`src/rtl/axi_slave_read_channel_assert.svh`:
```
// assertion helpers shared by the read channel modules
`ifndef AXI_SLAVE_READ_CHANNEL_ASSERT_SVH
`define AXI_SLAVE_READ_CHANNEL_ASSERT_SVH

// same-cycle implication, held off during reset
`define ASRC_ASSERT_NOW(label, clk, rst_n, ante, cons) \
  label: assert property (@(posedge clk) disable iff (!rst_n) (ante) |-> (cons)) \
    else $error("asrc assertion failed");

// next-cycle implication, held off during reset
`define ASRC_ASSERT_NEXT(label, clk, rst_n, ante, cons) \
  label: assert property (@(posedge clk) disable iff (!rst_n) (ante) |=> (cons)) \
    else $error("asrc assertion failed");

`endif

```
`src/rtl/asrc_pkg.sv`:
```
package asrc_pkg;

  localparam int ID_WIDTH_DEF = 4;
  localparam int ADDR_W       = 32;
  localparam int WORD_ADDR_W  = 30;
  localparam int LEN_W        = 8;
  localparam int SIZE_W       = 3;
  localparam int KIND_W       = 2;
  localparam int RESP_W       = 2;

  typedef enum logic [KIND_W-1:0] {
    BURST_FIXED = 2'd0,
    BURST_STEP  = 2'd1,
    BURST_WRAP  = 2'd2,
    BURST_RSVD  = 2'd3
  } burst_kind_t;

  typedef enum logic [1:0] {
    SIZE_BYTE  = 2'd0,
    SIZE_HALF  = 2'd1,
    SIZE_WORD  = 2'd2,
    SIZE_DWORD = 2'd3
  } size_sel_t;

  // one request, less its id
  typedef struct packed {
    logic              addr_valid;
    logic [ADDR_W-1:0] addr;
    logic [LEN_W-1:0]  burst_len;
    logic [SIZE_W-1:0] beat_size;
    logic [KIND_W-1:0] burst_kind;
    logic              data_ready;
    logic              back_valid;
    logic [7:0]        back_byte;
    logic [15:0]       back_half;
    logic [31:0]       back_word;
    logic [RESP_W-1:0] back_resp;
  } asrc_req_t;

  // bus outputs of one cycle, less the id
  typedef struct packed {
    logic              addr_ready;
    logic              data_valid;
    logic [31:0]       data_word;
    logic [RESP_W-1:0] data_resp;
    logic              data_last;
  } asrc_stat_t;

  function automatic logic [31:0] replicate(input logic [1:0] sel, input logic [7:0] b,
                                            input logic [15:0] h, input logic [31:0] w);
    logic [31:0] res;
    case (sel)
      SIZE_BYTE: res = {4{b}};
      SIZE_HALF: res = {2{h}};
      default:   res = w;
    endcase
    return res;
  endfunction

endpackage

```
`src/rtl/asrc_chan_if.sv`:
```
interface asrc_in_if #(parameter int ID_WIDTH = asrc_pkg::ID_WIDTH_DEF);
  logic                        valid;
  logic                        ready;
  logic                        addr_valid;
  logic [ID_WIDTH-1:0]         addr_id;
  logic [31:0]                 addr;
  logic [7:0]                  burst_len;
  logic [2:0]                  beat_size;
  logic [1:0]                  burst_kind;
  logic                        data_ready;
  logic                        back_valid;
  logic [7:0]                  back_byte;
  logic [15:0]                 back_half;
  logic [31:0]                 back_word;
  logic [1:0]                  back_resp;

  modport source (output valid, addr_valid, addr_id, addr, burst_len, beat_size, burst_kind,
                  data_ready, back_valid, back_byte, back_half, back_word, back_resp,
                  input ready);
  modport sink (input valid, addr_valid, addr_id, addr, burst_len, beat_size, burst_kind,
                data_ready, back_valid, back_byte, back_half, back_word, back_resp,
                output ready);
endinterface

interface asrc_out_if #(parameter int ID_WIDTH = asrc_pkg::ID_WIDTH_DEF);
  logic                valid;
  logic                ready;
  logic                addr_ready;
  logic                data_valid;
  logic [ID_WIDTH-1:0] data_id;
  logic [31:0]         data_word;
  logic [1:0]          data_resp;
  logic                data_last;

  modport source (output valid, addr_ready, data_valid, data_id, data_word, data_resp,
                  data_last, input ready);
  modport sink (input valid, addr_ready, data_valid, data_id, data_word, data_resp,
                data_last, output ready);
endinterface

```
`src/rtl/asrc_core.sv`:
```
module asrc_core #(
  parameter int ID_WIDTH = asrc_pkg::ID_WIDTH_DEF
) (
  input  logic                 clk,
  input  logic                 rst_n,
  input  logic                 acc,
  input  asrc_pkg::asrc_req_t  req,
  input  logic [ID_WIDTH-1:0]  req_id,
  output asrc_pkg::asrc_stat_t stat,
  output logic [ID_WIDTH-1:0]  stat_id
);
  import asrc_pkg::*;

  `include "axi_slave_read_channel_assert.svh"

  logic                   ready_r, ready_nxt;
  logic                   active_r, active_nxt;
  logic                   valid_r, valid_nxt;
  logic [ID_WIDTH-1:0]    id_r, id_nxt;
  logic [31:0]            data_r, data_nxt;
  logic [RESP_W-1:0]      resp_r, resp_nxt;
  logic                   last_r, last_nxt;
  logic [LEN_W-1:0]       beats_r, beats_nxt;
  logic [SIZE_W-1:0]      size_r, size_nxt;
  logic [ADDR_W-1:0]      addr_r, addr_nxt;
  logic [KIND_W-1:0]      kind_r, kind_nxt;
  logic [WORD_ADDR_W-1:0] word_addr_inc;

  assign word_addr_inc = addr_r[ADDR_W-1:ADDR_W-WORD_ADDR_W] + WORD_ADDR_W'(1);

  always_comb begin
    ready_nxt  = ready_r;
    active_nxt = active_r;
    valid_nxt  = valid_r;
    id_nxt     = id_r;
    data_nxt   = data_r;
    resp_nxt   = resp_r;
    last_nxt   = last_r;
    beats_nxt  = beats_r;
    size_nxt   = size_r;
    addr_nxt   = addr_r;
    kind_nxt   = kind_r;

    // address side
    if (!ready_r) begin
      if (!active_r) ready_nxt = 1'b1;
    end else if (req.addr_valid) begin
      ready_nxt  = 1'b0;
      active_nxt = 1'b1;
      id_nxt     = req_id;
      beats_nxt  = req.burst_len;
      size_nxt   = req.beat_size;
      addr_nxt   = req.addr;
      kind_nxt   = req.burst_kind;
      last_nxt   = (req.burst_len == '0);
    end

    // data side, overrides the address side
    if (!valid_r) begin
      if (active_r && req.back_valid) begin
        valid_nxt = 1'b1;
        data_nxt  = replicate(size_r[1:0], req.back_byte, req.back_half, req.back_word);
      end
    end else if (req.data_ready) begin
      beats_nxt = beats_r - LEN_W'(1);
      if (kind_r == BURST_STEP) addr_nxt = {word_addr_inc, 2'b00};
      if (beats_r == LEN_W'(1)) last_nxt = 1'b1;
      if (last_r) begin
        active_nxt = 1'b0;
        valid_nxt  = 1'b0;
      end else begin
        valid_nxt = req.back_valid;
      end
      if (req.back_valid) resp_nxt = req.back_resp;
    end
  end

  always_ff @(posedge clk) begin
    if (!rst_n) begin
      ready_r  <= 1'b1;
      active_r <= 1'b0;
      valid_r  <= 1'b0;
      id_r     <= '0;
      data_r   <= '0;
      resp_r   <= '0;
      last_r   <= 1'b0;
      beats_r  <= '0;
      size_r   <= '0;
      addr_r   <= '0;
      kind_r   <= '0;
    end else if (acc) begin
      ready_r  <= ready_nxt;
      active_r <= active_nxt;
      valid_r  <= valid_nxt;
      id_r     <= id_nxt;
      data_r   <= data_nxt;
      resp_r   <= resp_nxt;
      last_r   <= last_nxt;
      beats_r  <= beats_nxt;
      size_r   <= size_nxt;
      addr_r   <= addr_nxt;
      kind_r   <= kind_nxt;
    end
  end

  assign stat.addr_ready = ready_r;
  assign stat.data_valid = valid_r;
  assign stat.data_word  = data_r;
  assign stat.data_resp  = resp_r;
  assign stat.data_last  = last_r;
  assign stat_id         = id_r;

  // a beat is only ever presented inside a burst
  `ASRC_ASSERT_NOW(a_valid_in_burst, clk, rst_n, valid_r, active_r)
  // address side is never open while a burst runs
  `ASRC_ASSERT_NOW(a_ready_idle, clk, rst_n, ready_r, !active_r)
  // taking the last beat closes the burst
  `ASRC_ASSERT_NEXT(a_last_closes, clk, rst_n,
                    acc && valid_r && req.data_ready && last_r, !active_r && !valid_r)

endmodule

```
`src/rtl/asrc_outreg.sv`:
```
module asrc_outreg #(
  parameter int ID_WIDTH = asrc_pkg::ID_WIDTH_DEF
) (
  input  logic                 clk,
  input  logic                 rst_n,
  input  logic                 in_valid,
  output logic                 in_ready,
  output logic                 acc,
  input  asrc_pkg::asrc_stat_t stat,
  input  logic [ID_WIDTH-1:0]  stat_id,
  output logic                 out_valid,
  input  logic                 out_ready,
  output asrc_pkg::asrc_stat_t out_stat,
  output logic [ID_WIDTH-1:0]  out_id
);
  import asrc_pkg::*;

  `include "axi_slave_read_channel_assert.svh"

  logic                vld_r, vld_nxt;
  asrc_stat_t          stat_r;
  logic [ID_WIDTH-1:0] id_r;

  // free slot, or the held result leaves this cycle
  assign in_ready = rst_n && (!vld_r || out_ready);
  assign acc      = in_valid && in_ready;

  always_comb begin
    vld_nxt = vld_r;
    if (acc)            vld_nxt = 1'b1;
    else if (out_ready) vld_nxt = 1'b0;
  end

  always_ff @(posedge clk) begin
    if (!rst_n) begin
      vld_r <= 1'b0;
    end else begin
      vld_r <= vld_nxt;
    end
  end

  always_ff @(posedge clk) begin
    if (acc) begin
      stat_r <= stat;
      id_r   <= stat_id;
    end
  end

  assign out_valid = vld_r;
  assign out_stat  = stat_r;
  assign out_id    = id_r;

  `ASRC_ASSERT_NEXT(a_acc_fills, clk, rst_n, acc, vld_r)
  `ASRC_ASSERT_NOW(a_empty_takes, clk, rst_n, !vld_r, in_ready)

endmodule

```
`src/rtl/axi_slave_read_channel.sv`:
```
// Read-side slave of an AXI4-style bus, modelled one bus clock per request.
// in_ch carries one request per bus cycle: the master's address channel
// signals (addr_valid, addr_id, addr, burst_len, beat_size, burst_kind), the
// master's data_ready and the backend's data lanes and response.
// out_ch returns one result per request: addr_ready, data_valid, data_id,
// data_word, data_resp and data_last as driven during that bus cycle, that is,
// from the state before the request updates it.
// A result is registered and appears in the cycle after its request is taken.
// Throughput: one request per cycle while out_ch does not stall; the bus state
// registers and the output register are the only stages, with a single pass of logic between them.
// Byte and halfword beats are replicated across the 32-bit word; an
// incrementing burst steps the address by one word per beat.
// Reset (rst_n low, synchronous) sets addr_ready and clears the rest of the bus
// state and out_ch.valid; in_ch.ready is held low while reset is asserted.
// When out_ch stalls with a result held, in_ch.ready is low in that same
// cycle and no request is taken until the held result leaves.
module axi_slave_read_channel #(
  parameter int ID_WIDTH = asrc_pkg::ID_WIDTH_DEF
) (
  input logic      clk,
  input logic      rst_n,
  asrc_in_if.sink  in_ch,
  asrc_out_if.source out_ch
);
  import asrc_pkg::*;

  asrc_req_t           req;
  asrc_stat_t          stat;
  asrc_stat_t          out_stat;
  logic [ID_WIDTH-1:0] stat_id;
  logic [ID_WIDTH-1:0] out_id;
  logic                acc;

  assign req.addr_valid = in_ch.addr_valid;
  assign req.addr       = in_ch.addr;
  assign req.burst_len  = in_ch.burst_len;
  assign req.beat_size  = in_ch.beat_size;
  assign req.burst_kind = in_ch.burst_kind;
  assign req.data_ready = in_ch.data_ready;
  assign req.back_valid = in_ch.back_valid;
  assign req.back_byte  = in_ch.back_byte;
  assign req.back_half  = in_ch.back_half;
  assign req.back_word  = in_ch.back_word;
  assign req.back_resp  = in_ch.back_resp;

  asrc_core #(.ID_WIDTH(ID_WIDTH)) u_core (
    .clk     (clk),
    .rst_n   (rst_n),
    .acc     (acc),
    .req     (req),
    .req_id  (in_ch.addr_id),
    .stat    (stat),
    .stat_id (stat_id)
  );

  asrc_outreg #(.ID_WIDTH(ID_WIDTH)) u_outreg (
    .clk       (clk),
    .rst_n     (rst_n),
    .in_valid  (in_ch.valid),
    .in_ready  (in_ch.ready),
    .acc       (acc),
    .stat      (stat),
    .stat_id   (stat_id),
    .out_valid (out_ch.valid),
    .out_ready (out_ch.ready),
    .out_stat  (out_stat),
    .out_id    (out_id)
  );

  assign out_ch.addr_ready = out_stat.addr_ready;
  assign out_ch.data_valid = out_stat.data_valid;
  assign out_ch.data_id    = out_id;
  assign out_ch.data_word  = out_stat.data_word;
  assign out_ch.data_resp  = out_stat.data_resp;
  assign out_ch.data_last  = out_stat.data_last;

endmodule
```
`src/flat_wrapper.sv`:
```
// flat-port wrapper written by rule: the top's interface ports become plain ports
module axi_slave_read_channel_flat import asrc_pkg::*;
#(
  parameter int ID_WIDTH = asrc_pkg::ID_WIDTH_DEF
)
  (clk, rst_n, in_ch_valid, in_ch_addr_valid, in_ch_addr_id, in_ch_addr, in_ch_burst_len, in_ch_beat_size, in_ch_burst_kind, in_ch_data_ready, in_ch_back_valid, in_ch_back_byte, in_ch_back_half, in_ch_back_word, in_ch_back_resp, in_ch_ready, out_ch_valid, out_ch_addr_ready, out_ch_data_valid, out_ch_data_id, out_ch_data_word, out_ch_data_resp, out_ch_data_last, out_ch_ready);
  asrc_in_if #(.ID_WIDTH(ID_WIDTH)) in_ch_i ();
  asrc_out_if #(.ID_WIDTH(ID_WIDTH)) out_ch_i ();
  input logic clk;
  input logic rst_n;
  input wire logic [$bits(in_ch_i.valid)-1:0] in_ch_valid;
  input wire logic [$bits(in_ch_i.addr_valid)-1:0] in_ch_addr_valid;
  input wire logic [$bits(in_ch_i.addr_id)-1:0] in_ch_addr_id;
  input wire logic [$bits(in_ch_i.addr)-1:0] in_ch_addr;
  input wire logic [$bits(in_ch_i.burst_len)-1:0] in_ch_burst_len;
  input wire logic [$bits(in_ch_i.beat_size)-1:0] in_ch_beat_size;
  input wire logic [$bits(in_ch_i.burst_kind)-1:0] in_ch_burst_kind;
  input wire logic [$bits(in_ch_i.data_ready)-1:0] in_ch_data_ready;
  input wire logic [$bits(in_ch_i.back_valid)-1:0] in_ch_back_valid;
  input wire logic [$bits(in_ch_i.back_byte)-1:0] in_ch_back_byte;
  input wire logic [$bits(in_ch_i.back_half)-1:0] in_ch_back_half;
  input wire logic [$bits(in_ch_i.back_word)-1:0] in_ch_back_word;
  input wire logic [$bits(in_ch_i.back_resp)-1:0] in_ch_back_resp;
  output wire logic [$bits(in_ch_i.ready)-1:0] in_ch_ready;
  output wire logic [$bits(out_ch_i.valid)-1:0] out_ch_valid;
  output wire logic [$bits(out_ch_i.addr_ready)-1:0] out_ch_addr_ready;
  output wire logic [$bits(out_ch_i.data_valid)-1:0] out_ch_data_valid;
  output wire logic [$bits(out_ch_i.data_id)-1:0] out_ch_data_id;
  output wire logic [$bits(out_ch_i.data_word)-1:0] out_ch_data_word;
  output wire logic [$bits(out_ch_i.data_resp)-1:0] out_ch_data_resp;
  output wire logic [$bits(out_ch_i.data_last)-1:0] out_ch_data_last;
  input wire logic [$bits(out_ch_i.ready)-1:0] out_ch_ready;
  assign in_ch_i.valid = in_ch_valid;
  assign in_ch_i.addr_valid = in_ch_addr_valid;
  assign in_ch_i.addr_id = in_ch_addr_id;
  assign in_ch_i.addr = in_ch_addr;
  assign in_ch_i.burst_len = in_ch_burst_len;
  assign in_ch_i.beat_size = in_ch_beat_size;
  assign in_ch_i.burst_kind = in_ch_burst_kind;
  assign in_ch_i.data_ready = in_ch_data_ready;
  assign in_ch_i.back_valid = in_ch_back_valid;
  assign in_ch_i.back_byte = in_ch_back_byte;
  assign in_ch_i.back_half = in_ch_back_half;
  assign in_ch_i.back_word = in_ch_back_word;
  assign in_ch_i.back_resp = in_ch_back_resp;
  assign in_ch_ready = in_ch_i.ready;
  assign out_ch_valid = out_ch_i.valid;
  assign out_ch_addr_ready = out_ch_i.addr_ready;
  assign out_ch_data_valid = out_ch_i.data_valid;
  assign out_ch_data_id = out_ch_i.data_id;
  assign out_ch_data_word = out_ch_i.data_word;
  assign out_ch_data_resp = out_ch_i.data_resp;
  assign out_ch_data_last = out_ch_i.data_last;
  assign out_ch_i.ready = out_ch_ready;
  axi_slave_read_channel #(.ID_WIDTH(ID_WIDTH)) u_core (.clk(clk), .rst_n(rst_n), .in_ch(in_ch_i), .out_ch(out_ch_i));
endmodule
```
`config.mk`:
```
export PLATFORM = sky130hd
export DESIGN_NAME = axi_slave_read_channel_flat
export DESIGN_NICKNAME = d
export VERILOG_FILES = /design/src/rtl/asrc_pkg.sv /design/src/rtl/asrc_chan_if.sv /design/src/rtl/asrc_core.sv /design/src/rtl/asrc_outreg.sv /design/src/rtl/axi_slave_read_channel.sv /design/src/flat_wrapper.sv
export VERILOG_INCLUDE_DIRS = /design/src /design/src/rtl
export SDC_FILE = /design/constraint.sdc
export NUM_CORES = 1
export LEC_CHECK = 0
export BUFFER_PORTS_ARGS = -buffer_cell sky130_fd_sc_hd__buf_2
export CORE_ASPECT_RATIO = 1.2
export CORE_UTILIZATION = 51
export CTS_CLUSTER_SIZE = 10
export DETAILED_ROUTE_END_ITERATION = 10
export GPL_ROUTABILITY_DRIVEN = 0
export PLACE_DENSITY = 0.95
export SLEW_MARGIN = 40
export SYNTH_ARGS = -nofsm -noshare
export SYNTH_HDL_FRONTEND = slang
export SYNTH_HIERARCHICAL = 1
export SYNTH_SLANG_ARGS = --single-unit
export TNS_END_PERCENT = 5
```
`constraint.sdc`:
```
create_clock -name clk -period 8.8 [get_ports clk]
set_input_delay 1.32 -clock clk [delete_from_list [all_inputs] [get_ports clk]]
set_output_delay 1.32 -clock clk [all_outputs]
set_load 0.1 [all_outputs]
```
==> results.cfg <==
[status]
status = completed

[clock_tree]
clockBufferDepth = 2
worstSkewPairLatency_ns = 0.36
cts_tree = built
cts_root_buf = clkbuf_8
cts_buffers = 9
cts.clk_slew.worst_paths_ns = 0.10
cts.sinks = 94
cts_resized = 0
postCtsHoldBufs = 0
ctsHtreeMaxLevel = 3
cts_setup_buffers = 0

[layout]
n_fill_cell = 565
drive_above_1_share_pct = 30.4
final_core_util_pct = 66.0
antenna_cells = 0
nets = 594
area_growth_pct = 23.3

[drt]
drc_errors = 0
num_vias = 3050
viasPerCell = 5.35
postRouteAntennaNets = 0
wl_per_cell_um = 14.8
wl_mm = 8.45
first_pass_iters = 4
drt_iter0_drc = 199

[worst_setup_path]
cpMaxStageDelayCell = buf_2
crit_buf_inv = 2
critPathCaptureType = primary output
worst-endpoint-required_ns = 7.48
r2r_cells = 7
path_cells = buf_2 > and2_1 > buf_2
max_stage_delay_ns = 0.41
start_kind = primary input
crit_arrival_ns = 2.08
cp_num_cells = 3
critPathKind = primary input to primary output
crit_top_cell = buf_2
critPathTopFamily = buffers and inverters
worstPathMaxFanout = 11

[placed_design]
portBuffers = 121
dpl_worst_slack_ns = 5.23
dp_hpwl_mm = 6.18

[timing]
finalSetupViolCount = 0
slew_violations = 0
rsz0062_at_grt = false
worst_slack_ns = 5.40
fin_crit_ns = 3.40
finalClockSkew_ns = 0.0141
fin_crit_sh_pct = 38.6
tns_ns = 0
slew_headroom_pct = 53.8
fmax_ghz = 0.294
tightest_slew_ns = 0.693
finalHoldViolCount = 0

[synth]
netlist_top_cells_count = nand2_1, dfxtp_1, edfxtp_1, o21ai_0, nor2b_1
synthFlopType = dfxtp_1
synth-edff-count = 41
avgSynthCellArea_um2 = 10.3
synth_area_leader_cell = edfxtp_1
synth_top_area_share_pct = 33.2
synth.area.top_cells = edfxtp_1, dfxtp_1, nand2_1, nor2b_1, o21ai_0
yosys_warnings = 6
yosysMostFrequentCell = nand2_1
syn_area_um2 = 3710
async_reset_ff_share_pct = 0
ys_ff_latch = 94
postSynthCellCount = 362
synth.distinct_cells = 38
syn_nets = 478
ys_seq_area_share_pct = 61.7

[global_routing]
grt_usage_pct = 22.9
overflow = 0
grt_pass1_vias = 2796
grt_start_max_net_pins = 59
grt_pass1_wl_mm = 13.0
antenna_found_initial = 0

[pwr]
finalPower_uw = 875
power_leakage_nw = 1.83
vdd_drop_max_v = 0.0000901
power.density_nw_per_um2 = 191

[hold_path]
min_path_cells = 0
hold_path_class = register to register

[floorplanning]
fp.dieH_um = 95.5
start_util_pct = 53.5
pin_count = 157
die_area_um2 = 7630
rows = 33
fp.coreArea_um2 = 6940
fp.dieW_um = 79.9

[job]
maxCapViolCount = 0
-- through the flow --
stage | std cells | hold WS (ns) | area [µm²]
6_report | 570 | 0.433 | 4580
5_1_grt | 570 | 0.443 | 4580
4_1_cts | 570 | 0.434 | 4580
3_5_place_dp | 554 | 0.413 | 4370
3_3_place_gp | 554 | 0.410 | 4370
2_1_floorplan | 362 | 0.408 | 3710
-- routing by layer --
metal  GRT usage [%]  vias to the layer above  wire, µm
met5               0                        -         0
met4            8.18                        0       135
met3            4.50                       10       548
met2            41.4                      149      4350
met1            26.7                     1397      3420
li1                -                     1494         -
-- report_power, final --
group          switching (mW)  leakage, nW  internal [mW]
Combinational          0.0828        0.899         0.0281
Clock                   0.155        0.104          0.137
Sequential            0.00659        0.825          0.465
Total                   0.245         1.83          0.630
-- registers in the layout, indices dropped and copies added, names as in the netlist --
name and cells:
u_core/u_core/active_r 1, u_core/u_core/beats_r 8, u_core/u_core/data_r 32, u_core/u_core/last_r 1, u_core/u_core/ready_r 1, u_core/u_core/resp_r 2, u_core/u_core/size_r 2, u_core/u_core/stat_id 4
u_core/u_core/valid_r 1, u_core/u_outreg/out_id 4, u_core/u_outreg/out_stat 37, u_core/u_outreg/out_valid 1
-- path summary, 6_finish.rpt --
path	from	slack, ns	to
hold reg to reg	u_core/u_core/data_r[1]	0.43	u_core/u_outreg/out_stat[4]
setup reg to reg	u_core/u_outreg/out_valid	6.38	u_core/u_core/data_r[3]
hold / removal	u_core/u_core/data_r[1]	0.43	u_core/u_outreg/out_stat[4]
setup / recovery	rst_n	5.40	in_ch_ready
-- worst register-to-register path: stages, from the launching register on --
cell and delay [ns]:
dfxtp_1 0.35, nand2b_4 0.07, and3_2 0.17, buf_4 0.55
and3b_1 0.35, nand3_2 0.30, a21o_1 0.29, o21ai_0 0.24
-- cell type report --
class | instances | area, µm² | share of cell area (%)
Inverter | 10 | 37.5 | 0.820
Multi-Input combinational cell | 239 | 1300 | 28.4
Clock inverter | 7 | 88.8 | 1.94
Clock buffer | 9 | 124 | 2.70
Tap cell | 87 | 109 | 2.38
Timing Repair Buffer | 124 | 628 | 13.7
Sequential cell | 94 | 2290 | 50.1
-- cell families (layout without fill, tap and decap cells) --
logic type | Yosys count | count (layout) | share of synthesized area, %
AO/OA/AOI/OAI | 100 | 100 | 16.1
buffers and inverters | 29 | 150 | 3.40
AND/OR/NAND/NOR | 137 | 137 | 18.1
flip-flops | 94 | 94 | 61.7
adder cells (fa/ha/maj) | 2 | 2 | 0.674
-- layout by cell type, fill, tap and decap left out, drive strengths merged, types with 2 or more instances in the layout --
master / instances
clkbuf: 9
edfxtp: 41
dfxtp: 53
o31ai: 2
nor2: 5
nor3: 5
buf: 124
inv: 13
o21ai: 41
a21boi: 2
nand3: 10
nor4: 3
a211oi: 3
nor2b: 33
o32ai: 2
and3: 4
clkinv: 2
and2: 2
a21o: 17
ha: 2
a31oi: 3
a21oi: 24
nand2: 70
(Power assumes the default switching activity.)
